`src/rtl/tce_pkg.sv`:
```
package tce_pkg;

  localparam int CMD_W   = 3;
  localparam int CHAR_W  = 8;
  localparam int COL_W   = 7;
  localparam int ROW_W   = 5;
  localparam int COLOR_W = 8;
  localparam int OFS_W   = 11;
  localparam int CELL_W  = 16;

  // command codes
  localparam logic [CMD_W-1:0] CMD_PUT_CURSOR = 3'd0;
  localparam logic [CMD_W-1:0] CMD_PUT_AT     = 3'd1;
  localparam logic [CMD_W-1:0] CMD_SET_CURSOR = 3'd2;
  localparam logic [CMD_W-1:0] CMD_CLEAR      = 3'd3;
  localparam logic [CMD_W-1:0] CMD_READ       = 3'd4;

  // control characters
  localparam logic [CHAR_W-1:0] CH_BACKSPACE = 8'd8;
  localparam logic [CHAR_W-1:0] CH_TAB       = 8'd9;
  localparam logic [CHAR_W-1:0] CH_NEWLINE   = 8'd10;
  localparam logic [CHAR_W-1:0] CH_RETURN    = 8'd13;
  localparam logic [CHAR_W-1:0] CH_SPACE     = 8'h20;

  localparam int TAB_STOP = 8;

  localparam logic [COLOR_W-1:0] COLOR_RESET = 8'h07;
  localparam logic [CELL_W-1:0]  INIT_CELL   = 16'h0720;

  typedef enum logic [2:0] {
    S_INIT,
    S_IDLE,
    S_PLAN,
    S_EXEC,
    S_SCROLL,
    S_CLEAR,
    S_DONE
  } state_t;

  // controller -> datapath
  typedef struct packed {
    logic item_load;
    logic plan_en;
    logic exec;
    logic sweep_clr;
    logic fill_step;
    logic fill_init;
    logic scroll_step;
    logic out_load;
  } ctl_cmd_t;

  // datapath -> controller
  typedef struct packed {
    logic plan_scroll;
    logic plan_clear;
    logic fill_last;
    logic scroll_last;
  } ctl_sts_t;

endpackage

```
`src/rtl/tce_ctrl.sv`:
```
module tce_ctrl (
  input  logic              clk,
  input  logic              rst,
  input  logic              in_valid,
  output logic              in_ready,
  output logic              out_valid,
  input  logic              out_ready,
  input  tce_pkg::ctl_sts_t sts,
  output tce_pkg::ctl_cmd_t cmd
);

  tce_pkg::state_t state, state_next;
  logic            out_valid_next;

  always_ff @(posedge clk) begin
    if (rst) begin
      state     <= tce_pkg::S_INIT;
      out_valid <= 1'b0;
    end else begin
      state     <= state_next;
      out_valid <= out_valid_next;
    end
  end

  always_comb begin
    cmd        = '0;
    in_ready   = 1'b0;
    state_next = state;
    case (state)
      tce_pkg::S_INIT: begin
        // power-up fill of the screen memory
        cmd.fill_step = 1'b1;
        cmd.fill_init = 1'b1;
        if (sts.fill_last) state_next = tce_pkg::S_IDLE;
      end
      tce_pkg::S_IDLE: begin
        in_ready = 1'b1;
        if (in_valid) begin
          cmd.item_load = 1'b1;
          state_next    = tce_pkg::S_PLAN;
        end
      end
      tce_pkg::S_PLAN: begin
        cmd.plan_en = 1'b1;
        state_next  = tce_pkg::S_EXEC;
      end
      tce_pkg::S_EXEC: begin
        cmd.exec      = 1'b1;
        cmd.sweep_clr = 1'b1;
        if (sts.plan_scroll)     state_next = tce_pkg::S_SCROLL;
        else if (sts.plan_clear) state_next = tce_pkg::S_CLEAR;
        else                     state_next = tce_pkg::S_DONE;
      end
      tce_pkg::S_SCROLL: begin
        cmd.scroll_step = 1'b1;
        if (sts.scroll_last) state_next = tce_pkg::S_DONE;
      end
      tce_pkg::S_CLEAR: begin
        cmd.fill_step = 1'b1;
        if (sts.fill_last) state_next = tce_pkg::S_DONE;
      end
      tce_pkg::S_DONE: begin
        if (!out_valid || out_ready) begin
          cmd.out_load = 1'b1;
          state_next   = tce_pkg::S_IDLE;
        end
      end
      default: state_next = tce_pkg::S_IDLE;
    endcase
  end

  always_comb begin
    if (cmd.out_load)  out_valid_next = 1'b1;
    else if (out_ready) out_valid_next = 1'b0;
    else               out_valid_next = out_valid;
  end

endmodule

```
`config.mk`:
```
export PLATFORM = sky130hd
export DESIGN_NAME = tce_ctrl
export DESIGN_NICKNAME = d
export VERILOG_FILES = /design/src/rtl/tce_pkg.sv /design/src/rtl/tce_ctrl.sv
export SDC_FILE = /design/constraint.sdc
export NUM_CORES = 1
export LEC_CHECK = 0
export ABC_AREA = 0
export BUFFER_PORTS_ARGS = -buffer_cell sky130_fd_sc_hd__buf_2
export CAP_MARGIN = 40
export CORE_AREA = 4 4 41 43
export DETAILED_ROUTE_END_ITERATION = 10
export DIE_AREA = 0 0 45 47
export PLACE_DENSITY_LB_ADDON = 0.12
export SYNTH_ARGS = -nofsm -noshare
export SYNTH_HDL_FRONTEND = slang
export SYNTH_SLANG_ARGS = --single-unit
```
`constraint.sdc`:
```
create_clock -name clk -period 1.9 [get_ports clk]
set_input_delay 0.095 -clock clk [delete_from_list [all_inputs] [get_ports clk]]
set_output_delay 0.095 -clock clk [all_outputs]
set_load 0.01 [all_outputs]
```
## Word-level counts from Yosys, hierarchy flattened

Cells that the tools add are included.

- Word-level logic and storage cells: 39
- Bits in read-only memories: 0
- Register bits after elaboration: 4
- Bits in latches: 0
- Input port bits: 8
- Memory bits (writable): 0
- Memories: 0

- Bitwise logic cells: 0
- Divide/modulo/power cells: 0
- Eq/ne operators: 11
- Add/sub/neg operators: 0
- Shift operators: 0
- Muxes and demuxes: 20
- Reductions and logical operators: 6
- Multipliers: 0
- $lt $le $gt $ge: 0

Operators by type and width:

| cell | count |
|---|---|
| $pmux W3 S7 | 1 |
| $mux W3 | 5 |
| $mux W1 | 11 |
| $ne A2 B2 Y1 const B | 5 |
| $eq A3 B3 Y1 const B | 3 |
| $eq A3 B2 Y1 const B | 2 |
| $mux W2 | 3 |
| $reduce_and A5 Y1 | 1 |
| $eq A3 B1 Y1 const B | 1 |
| $logic_not A3 Y1 | 1 |
| $reduce_bool A2 Y1 | 1 |
| $reduce_or A2 Y1 | 1 |
| $logic_not A1 Y1 | 1 |
| $logic_or A1 B1 Y1 | 1 |

## Logic depth before layout (Yosys ltp)

Gate-level depths: netlist of run 1.

- Depth in word-level cells: 5
- Gate-level depth with buffers: 5

## Worst setup path after synthesis of run 1

Ideal clock, no wire load.

- Kind: register to register
- From: register state[0]
- To: register state[0]
- Period minus slack after synthesis: 1.166 ns
- Path slack: 0.734 ns
- Arrival: 1.086 ns
- Stages on the path, launching flop included: 6
- Cell sequence: dfxtp_1 -> buf_6 -> nand2b_4 -> o32a_1 -> o2111a_1 -> a211oi_2

- Cells in the longest elaborated chain, start to end: 3
- Elaborated cells between the ends (all ways): 14

Ends and longest elaborated chain:

| item | line | RTL |
|---|---|---|
| from (decl) | tce_ctrl.sv:12 | `tce_pkg::state_t state, state_next;` |
| from (signal assigned) | tce_ctrl.sv:17 | `state <= tce_pkg::S_INIT;` |
| from (signal assigned) | tce_ctrl.sv:20 | `state <= state_next;` |
| $eq A3 B3 Y1, or another cell as far along | tce_ctrl.sv:29 | `case (state)` |
| $ne A2 B2 Y1 (no line) | -- |  |
| $reduce_and A5 Y1 (no line) | -- |  |

Several ways; a longest one is shown, not always the timed one.
A chain may end at the register's enable or synchronous reset.

==> PnR_summary.wiki, run 1 <==
{| class="wikitable"
! Metric !! Value
|-
| Instance area after placement || approximately 420 um^2
|-
| DRC errors left || 0
|-
| Post-layout min period || 1.446 ns
|-
| CTS tree || yes
|-
| Cells resized by post-CTS repair || 0
|-
| Vias in the first global route || 308
|-
| Final setup violation count || 0
|-
| Count of input and output buffers || 17
|-
| Effective utilization at floorplan || 27.79%
|-
| Core box area || 1301 um^2
|-
| Total power per unit cell area || between 1000 and 1500 nW/um^2
|-
| Half-perimeter wire length after placement || 661.7 um
|-
| Cell type with the largest total area after synthesis || sky130_fd_sc_hd__dfxtp_1
|-
| Critical-path maximum fanout || 10
|-
| Clock buffer count from CTS || 3
|-
| Via count normalized by instance count || approximately 4.6
|-
| Number of flip-flops and latches in the synthesized netlist || 4
|-
| Worst Setup Path Type || reg2out
|-
| Count of placed standard cells including taps || 71
|-
| Final number of max-transition violations || 0
|-
| Syn Std Cell Area || 361.6 um^2
|-
| GRT Residual Overflow || 0
|-
| Clock insertion delay at the later pin of the skew report || 0.23 ns
|-
| GPL Wtd Cong || 0.6489
|-
| Most frequent standard cell in the layout excluding fill and tap cells || sky130_fd_sc_hd__buf_2
|-
| Antenna violations before repair || 0
|-
| CTS max path bufs || 2
|-
| Core utilization of the finished layout || 33.75%
|-
| Postcts setup bufs || 0
|-
| Maximum vdd drop || approximately 0.00031 V
|-
| Distinct cells, synth || 24
|-
| Clock H-tree levels || 1
|-
| Arrival time of data at the critical path endpoint || 1.35 ns
|-
| Critical Path Max Stage Delay || approximately 0.56 ns
|-
| Number of clock sinks || 4
|-
| Post-route standard cell area excluding fillers || between 400 and 500 um^2
|-
| Vertical die dimension || 47 um
|-
| CP delay by family, top || flip-flops
|-
| CTS clk-pin slew, worst paths || around 0.040 ns
|-
| R2R Setup Slk || 0.52 ns
|-
| Pleak || roughly 0.22 nW
|-
| Share of final-layout standard cells stronger than drive strength 1 || between 40 and 50%
|-
| Number of nets in the finished design || 69
|-
| Transition time of the tightest slew-check pin || 0.4072 ns
|-
| Outcome || complete, no violations
|-
| Worst slew margin relative to its limit || 72.81%
|-
| Syn Nets || 52
|-
| Largest net degree at the start of global routing || 15
|-
| # Max-Cap Violations || 0
|-
| Initial DRT Pass Iterations || 2
|-
| Highest-count cells in the layout ignoring fill and taps || sky130_fd_sc_hd__buf_2 (17), sky130_fd_sc_hd__nor2_1 (5), sky130_fd_sc_hd__dfxtp_1 (4)
|-
| Largest cells by area after synthesis || sky130_fd_sc_hd__dfxtp_1 (22%), sky130_fd_sc_hd__buf_6 (9.3%), sky130_fd_sc_hd__nor2_1 (5.2%)
|-
| Area share of the largest cell type after synthesis || 22.15%
|-
| Worst clock skew on the final layout || between 0.0009 and 0.001 ns
|-
| Layout area overhead || 21.45%
|-
| Remaining number of nets flagged by the antenna check after routing || 0
|-
| Post-placement setup slack || 0.5002 ns
|-
| Wire length of the first global-routing pass || 1276 um
|-
| Total Negative Setup Slacks || 0 ns
|-
| Post-route setup slack || 0.4539 ns
|-
| Final critical-path share of the clock period || 76.11%
|-
| Post-Syn Area per Cell || 8.218 um^2
|-
| I/O pin count || 18
|-
| Antenna diode count || 0
|-
| DRT iter0 DRCs || 3
|-
| Sequential share of the synthesized area || 22.15%
|-
| Library cell contributing the largest single delay on the critical path || sky130_fd_sc_hd__dfxtp_1
|-
| Synthesis warning total || 0
|-
| Post-Route WL || between 800 and 900 um
|-
| Final Hold Violating Endpoints || 0
|-
| Crit path capture type || output port
|-
| Num rows || 13
|-
| Startpoint Class || flip-flop
|-
| Cells after synthesis || 44
|-
| Root buf cell || sky130_fd_sc_hd__clkbuf_4
|-
| Filler cell count in the final layout || 151
|-
| CP Cell Sequence || and2b_4 > and3_1 > buf_2
|-
| Via count || 342
|-
| Post-layout instance count excluding filler cells || 74
|-
| Die Span X || 45 um
|-
| Tightest Hold Check Type || in2reg
|-
| Total global-route track usage || about 8.6%
|-
| Data required time at the worst endpoint || 1.80 ns
|-
| Fmax achieved || 0.6915 GHz
|-
| Drt wl/cell || 10.85 um
|-
| Hold_buf cts || 0
|-
| Area of the die || roughly 2100 um^2
|-
| Crit path buf inv count || 1
|-
| RSZ-0062 raised after global routing || no
|}
==> cells by family (layout without fill, tap and decap cells) <==
group / after synthesis / after routing / synth area share, %
compound gates: 12 / 12 / 25.26
xor+xnor: 1 / 1 / 4.499
buf+inv: 8 / 23 / 16.61
flops: 4 / 4 / 22.15
simple gates: 19 / 19 / 31.49
==> routing by layer <==
layer  wire length, um  part of all wire (%)  track usage [%]  vias to the layer above
met2               345                    43            12.15                       15
met4                 4                  0.50            7.018                        0
met5                 0                     0                0                        -
li1                  -                     -                -                      181
met1               360                    45            10.48                      144
met3                93                    12            3.065                        2
==> metrics by stage <==
step | power (mW) | hold slack (ns)
after floorplan | 0.3444 | 0.1596
after global placement | 0.3950 | 0.3254
after detailed placement | 0.3933 | 0.3228
after CTS | 0.5007 | 0.07719
after global routing | 0.5328 | 0.09211
final | 0.4890 | 0.08401
==> cells in the mapped netlist <==
master / number
sky130_fd_sc_hd__nor2_1: 5
sky130_fd_sc_hd__dfxtp_1: 4
sky130_fd_sc_hd__a21oi_1: 3
sky130_fd_sc_hd__buf_6: 3
sky130_fd_sc_hd__inv_1: 3
sky130_fd_sc_hd__a311oi_1: 2
sky130_fd_sc_hd__and2_1: 2
sky130_fd_sc_hd__buf_4: 2
sky130_fd_sc_hd__nand2_1: 2
sky130_fd_sc_hd__nand2b_1: 2
sky130_fd_sc_hd__nor3_1: 2
sky130_fd_sc_hd__o21ai_0: 2
sky130_fd_sc_hd__a211oi_2: 1
sky130_fd_sc_hd__a31oi_1: 1
sky130_fd_sc_hd__and2b_1: 1
sky130_fd_sc_hd__and2b_4: 1
sky130_fd_sc_hd__and3_1: 1
sky130_fd_sc_hd__and3b_1: 1
sky130_fd_sc_hd__nand2b_4: 1
sky130_fd_sc_hd__o2111a_1: 1
sky130_fd_sc_hd__o21ai_2: 1
sky130_fd_sc_hd__o32a_1: 1
sky130_fd_sc_hd__or2_2: 1
sky130_fd_sc_hd__xor2_2: 1
==> final timing paths <==
path,from,end,cells past startpoint
setup reg to reg,state[0]$_SDFFE_PP0P_,state[0]$_SDFFE_PP0P_,4
hold / removal,rst,state[0]$_SDFFE_PP0P_,2
hold reg to reg,out_valid$_SDFFE_PP0P_,out_valid$_SDFFE_PP0P_,2
setup / recovery,state[0]$_SDFFE_PP0P_,cmd[0],3
==> final cells by class <==
class	instances	area, um^2	share of cell area [%]
Multi-Input combinational cell	32	221.5	50.43
Sequential cell	4	80.08	18.23
Inverter	3	11.26	2.564
Tap cell	15	18.77	4.274
Clock buffer	3	22.52	5.128
Timing Repair Buffer	17	85.08	19.37
==> power by group <==
group	switching (mW)	leakage, nW	internal [mW]
logic	0.115	0.169	0.117
registers	0.0518	0.0327	0.101
clock network	0.0332	0.0138	0.0705
total	0.200	0.216	0.289
==> registers in the layout, indices dropped and copies added, names as in the netlist <==
register	cells
out_valid	1
state	3
(Power assumes the default switching activity.)
==> run 2: changes to the inputs <==
Clock period 1.9 ns to 1.4 ns, I/O delays scaled along.
==> PnR_summary.wiki, run 2 (same netlist as run 1, synthesis figures left out) <==
{| class="wikitable"
! Metric !! Value
|-
| Outcome || complete, no violations (unchanged)
|-
| Remaining number of nets flagged by the antenna check after routing || 0 (unchanged)
|-
| Effective utilization at floorplan || 27.79% (unchanged)
|-
| Final number of max-transition violations || 0 (unchanged)
|-
| Clock buffer count from CTS || 3 (unchanged)
|-
| Reg power frac || 28.2% (was 31.3%)
|-
| Clock insertion delay at the later pin of the skew report || 0.23 ns (about the same)
|-
| Transition time of the tightest slew-check pin || 0.2190 ns (was 0.4072 ns)
|-
| Critical-path maximum fanout || 9 (was 10)
|-
| # Max-Cap Violations || 0 (unchanged)
|-
| Die Span X || 45 um (unchanged)
|-
| Largest register by flop count || state (unchanged)
|-
| Crit path capture type || flip-flop (was output port)
|-
| Number of flip-flops in the largest register || 3 (unchanged)
|-
| Total power per unit cell area || 1489 nW/um^2 (was 1114 nW/um^2)
|-
| Arrival time of data at the critical path endpoint || 1.40 ns (was 1.35 ns)
|-
| Startpoint Class || flip-flop (unchanged)
|-
| Via count normalized by instance count || 4.526 (was 4.622)
|-
| CTS max path bufs || 2 (unchanged)
|-
| Wire length of the first global-routing pass || 1345 um (was 1276 um)
|-
| Post-layout min period || 1.250 ns
|-
| Worst Setup Path Type || reg2reg (was reg2out)
|-
| Core box area || 1301 um^2 (unchanged)
|-
| Clock H-tree levels || 1 (unchanged)
|-
| Most frequent standard cell in the layout excluding fill and tap cells || sky130_fd_sc_hd__buf_2 (unchanged)
|-
| Worst slew margin relative to its limit || 85.40% (was 72.81%)
|-
| DRT iter0 DRCs || 2 (was 3)
|-
| Critical Path Max Stage Delay || 0.36 ns (was 0.56 ns)
|-
| GRT Residual Overflow || 0 (unchanged)
|-
| Num rows || 13 (unchanged)
|-
| Power share of the combinational group || 52.5% (was 47.5%)
|-
| Antenna violations before repair || 0 (unchanged)
|-
| Cells resized by post-CTS repair || 0 (unchanged)
|-
| Highest-count cells in the layout ignoring fill and taps || sky130_fd_sc_hd__buf_2 (17), sky130_fd_sc_hd__nor2_1 (5), sky130_fd_sc_hd__buf_4 (4) (was sky130_fd_sc_hd__buf_2 (17), sky130_fd_sc_hd__nor2_1 (5), sky130_fd_sc_hd__dfxtp_1 (4))
|-
| CTS tree || yes (unchanged)
|-
| Initial DRT Pass Iterations || 3 (was 2)
|-
| CP Cell Sequence || or2_2 > o32a_1 > o2111a_1 > a211oi_2 (was and2b_4 > and3_1 > buf_2)
|-
| Final setup violation count || 0 (unchanged)
|-
| Data required time at the worst endpoint || 1.55 ns (was 1.80 ns)
|-
| Total global-route track usage || 9.163% (was 8.617%)
|-
| Share of final-layout standard cells stronger than drive strength 1 || 52.38% (was 44.07%)
|-
| DRC errors left || 0 (unchanged)
|-
| Hold_buf cts || 0 (unchanged)
|-
| GPL Wtd Cong || 0.6815 (was 0.6489)
|-
| Half-perimeter wire length after placement || 679.9 um (was 661.7 um)
|-
| Post-Route WL || 805 um (was 803 um)
|-
| RSZ-0062 raised after global routing || no (unchanged)
|-
| Area of the die || 2115 um^2 (unchanged)
|-
| Total Negative Setup Slacks || 0 ns (unchanged)
|-
| Total length of routed met3 wires || 95 um (was 93 um)
|-
| Vias in the first global route || 324 (was 308)
|-
| Top flop regs || state: 3 flops, out_valid: 1 flops (unchanged)
|-
| Library cell contributing the largest single delay on the critical path || sky130_fd_sc_hd__dfxtp_2 (was sky130_fd_sc_hd__dfxtp_1)
|-
| CTS clk-pin slew, worst paths || 0.03 ns (was 0.04 ns)
|-
| Fraction of power consumed by the clock network || 19.3% (was 21.2%)
|-
| Fraction of power spent switching nets || 38.80% (was 41.00%)
|-
| Drt wl/cell || 10.32 um (was 10.85 um)
|-
| Vertical die dimension || 47 um (unchanged)
|-
| Largest net degree at the start of global routing || 10 (was 15)
|-
| Tightest Hold Check Type || in2reg (unchanged)
|-
| Via count || 353 (was 342)
|-
| NetSw || 0.2733 mW (was 0.2005 mW)
|-
| Filler cell count in the final layout || 154 (was 151)
|-
| Count of input and output buffers || 17 (unchanged)
|-
| Number of clock sinks || 4 (unchanged)
|-
| Internal || 0.4311 mW (was 0.2886 mW)
|-
| I/O pin count || 18 (unchanged)
|-
| Layout area overhead || 30.80% (was 21.45%)
|-
| Maximum vdd drop || 0.0004404 V (was 0.0003149 V)
|-
| Antenna diode count || 0 (unchanged)
|-
| Number of nets in the finished design || 73 (was 69)
|-
| Worst hold slack across all endpoints || 0.05249 ns (was 0.08401 ns)
|-
| Highest metal layer used by the detailed router || met4 (unchanged)
|-
| Worst clock skew on the final layout || 0.0007397 ns (was 0.0009760 ns)
|-
| Postcts setup bufs || 0 (unchanged)
|-
| Final critical-path share of the clock period || 89.26%
|-
| Routed length on met2 || 335 um (was 345 um)
|-
| Root buf cell || sky130_fd_sc_hd__clkbuf_4 (unchanged)
|-
| Final Hold Violating Endpoints || 0 (unchanged)
|-
| Pleak || 0.2379 nW (was 0.2157 nW)
|-
| Wl on met1 || 369 um (was 360 um)
|-
| Fmax achieved || 0.8003 GHz
|}
run 2: stage by stage:
step	util, %	setup WS, ns	cell area (um^2)	instances	total power [mW]
after global placement	34.33	0.06839	446.7	75	0.5779
after detailed placement	34.33	0.08378	446.7	75	0.5708
after floorplan	-	0.2344	361.6	44	0.4674
after CTS	36.06	0.02758	469.2	78	0.7132
final	36.35	0.1504	473.0	78	0.7044
after global routing	36.35	0.06093	473.0	78	0.7697
run 2: final cells by class:
| type | instances | area, um^2 | area share (%) |
|---|---|---|---|
| Clock buffer | 3 | 22.52 | 4.762 |
| Tap cell | 15 | 18.77 | 3.968 |
| Timing Repair Buffer | 21 | 115.1 | 24.34 |
| Inverter | 3 | 11.26 | 2.381 |
| Multi-Input combinational cell | 32 | 221.5 | 46.83 |
| Sequential cell | 4 | 83.83 | 17.72 |
run 2: critical path, delay by kind of cell, from the launching register on:
family | cells | cell delay [ns]
DFF | 1 | 0.36
AOI/OAI and AO/OA | 3 | 0.51
and+or+nand+nor | 1 | 0.31
run 2: path summary, 6_finish.rpt:
check	cells past startpoint	slack, ns	from	to
max	4	0.15	state[1]$_SDFFE_PP0P_	state[0]$_SDFFE_PP0P_
min	2	0.05	rst	state[0]$_SDFFE_PP0P_
max reg2reg	4	0.15	state[1]$_SDFFE_PP0P_	state[0]$_SDFFE_PP0P_
min reg2reg	2	0.51	out_valid$_SDFFE_PP0P_	out_valid$_SDFFE_PP0P_
run 2: per-layer routing:
metal / global-route usage, % / up-vias
met5: 0 / -
met4: 8.772 / 0
met3: 2.682 / 2
met2: 11.86 / 13
met1: 11.82 / 148
li1: - / 190
run 2: power by group through the flow:
stage                     Sequential [mW]  Clock [mW]  Combinational [mW]
after floorplan                     0.153           0               0.315
after global placement              0.196           0               0.382
after detailed placement            0.195           0               0.376
after CTS                           0.193       0.144               0.376
after global routing                0.206       0.148               0.415
final                               0.199       0.136               0.370
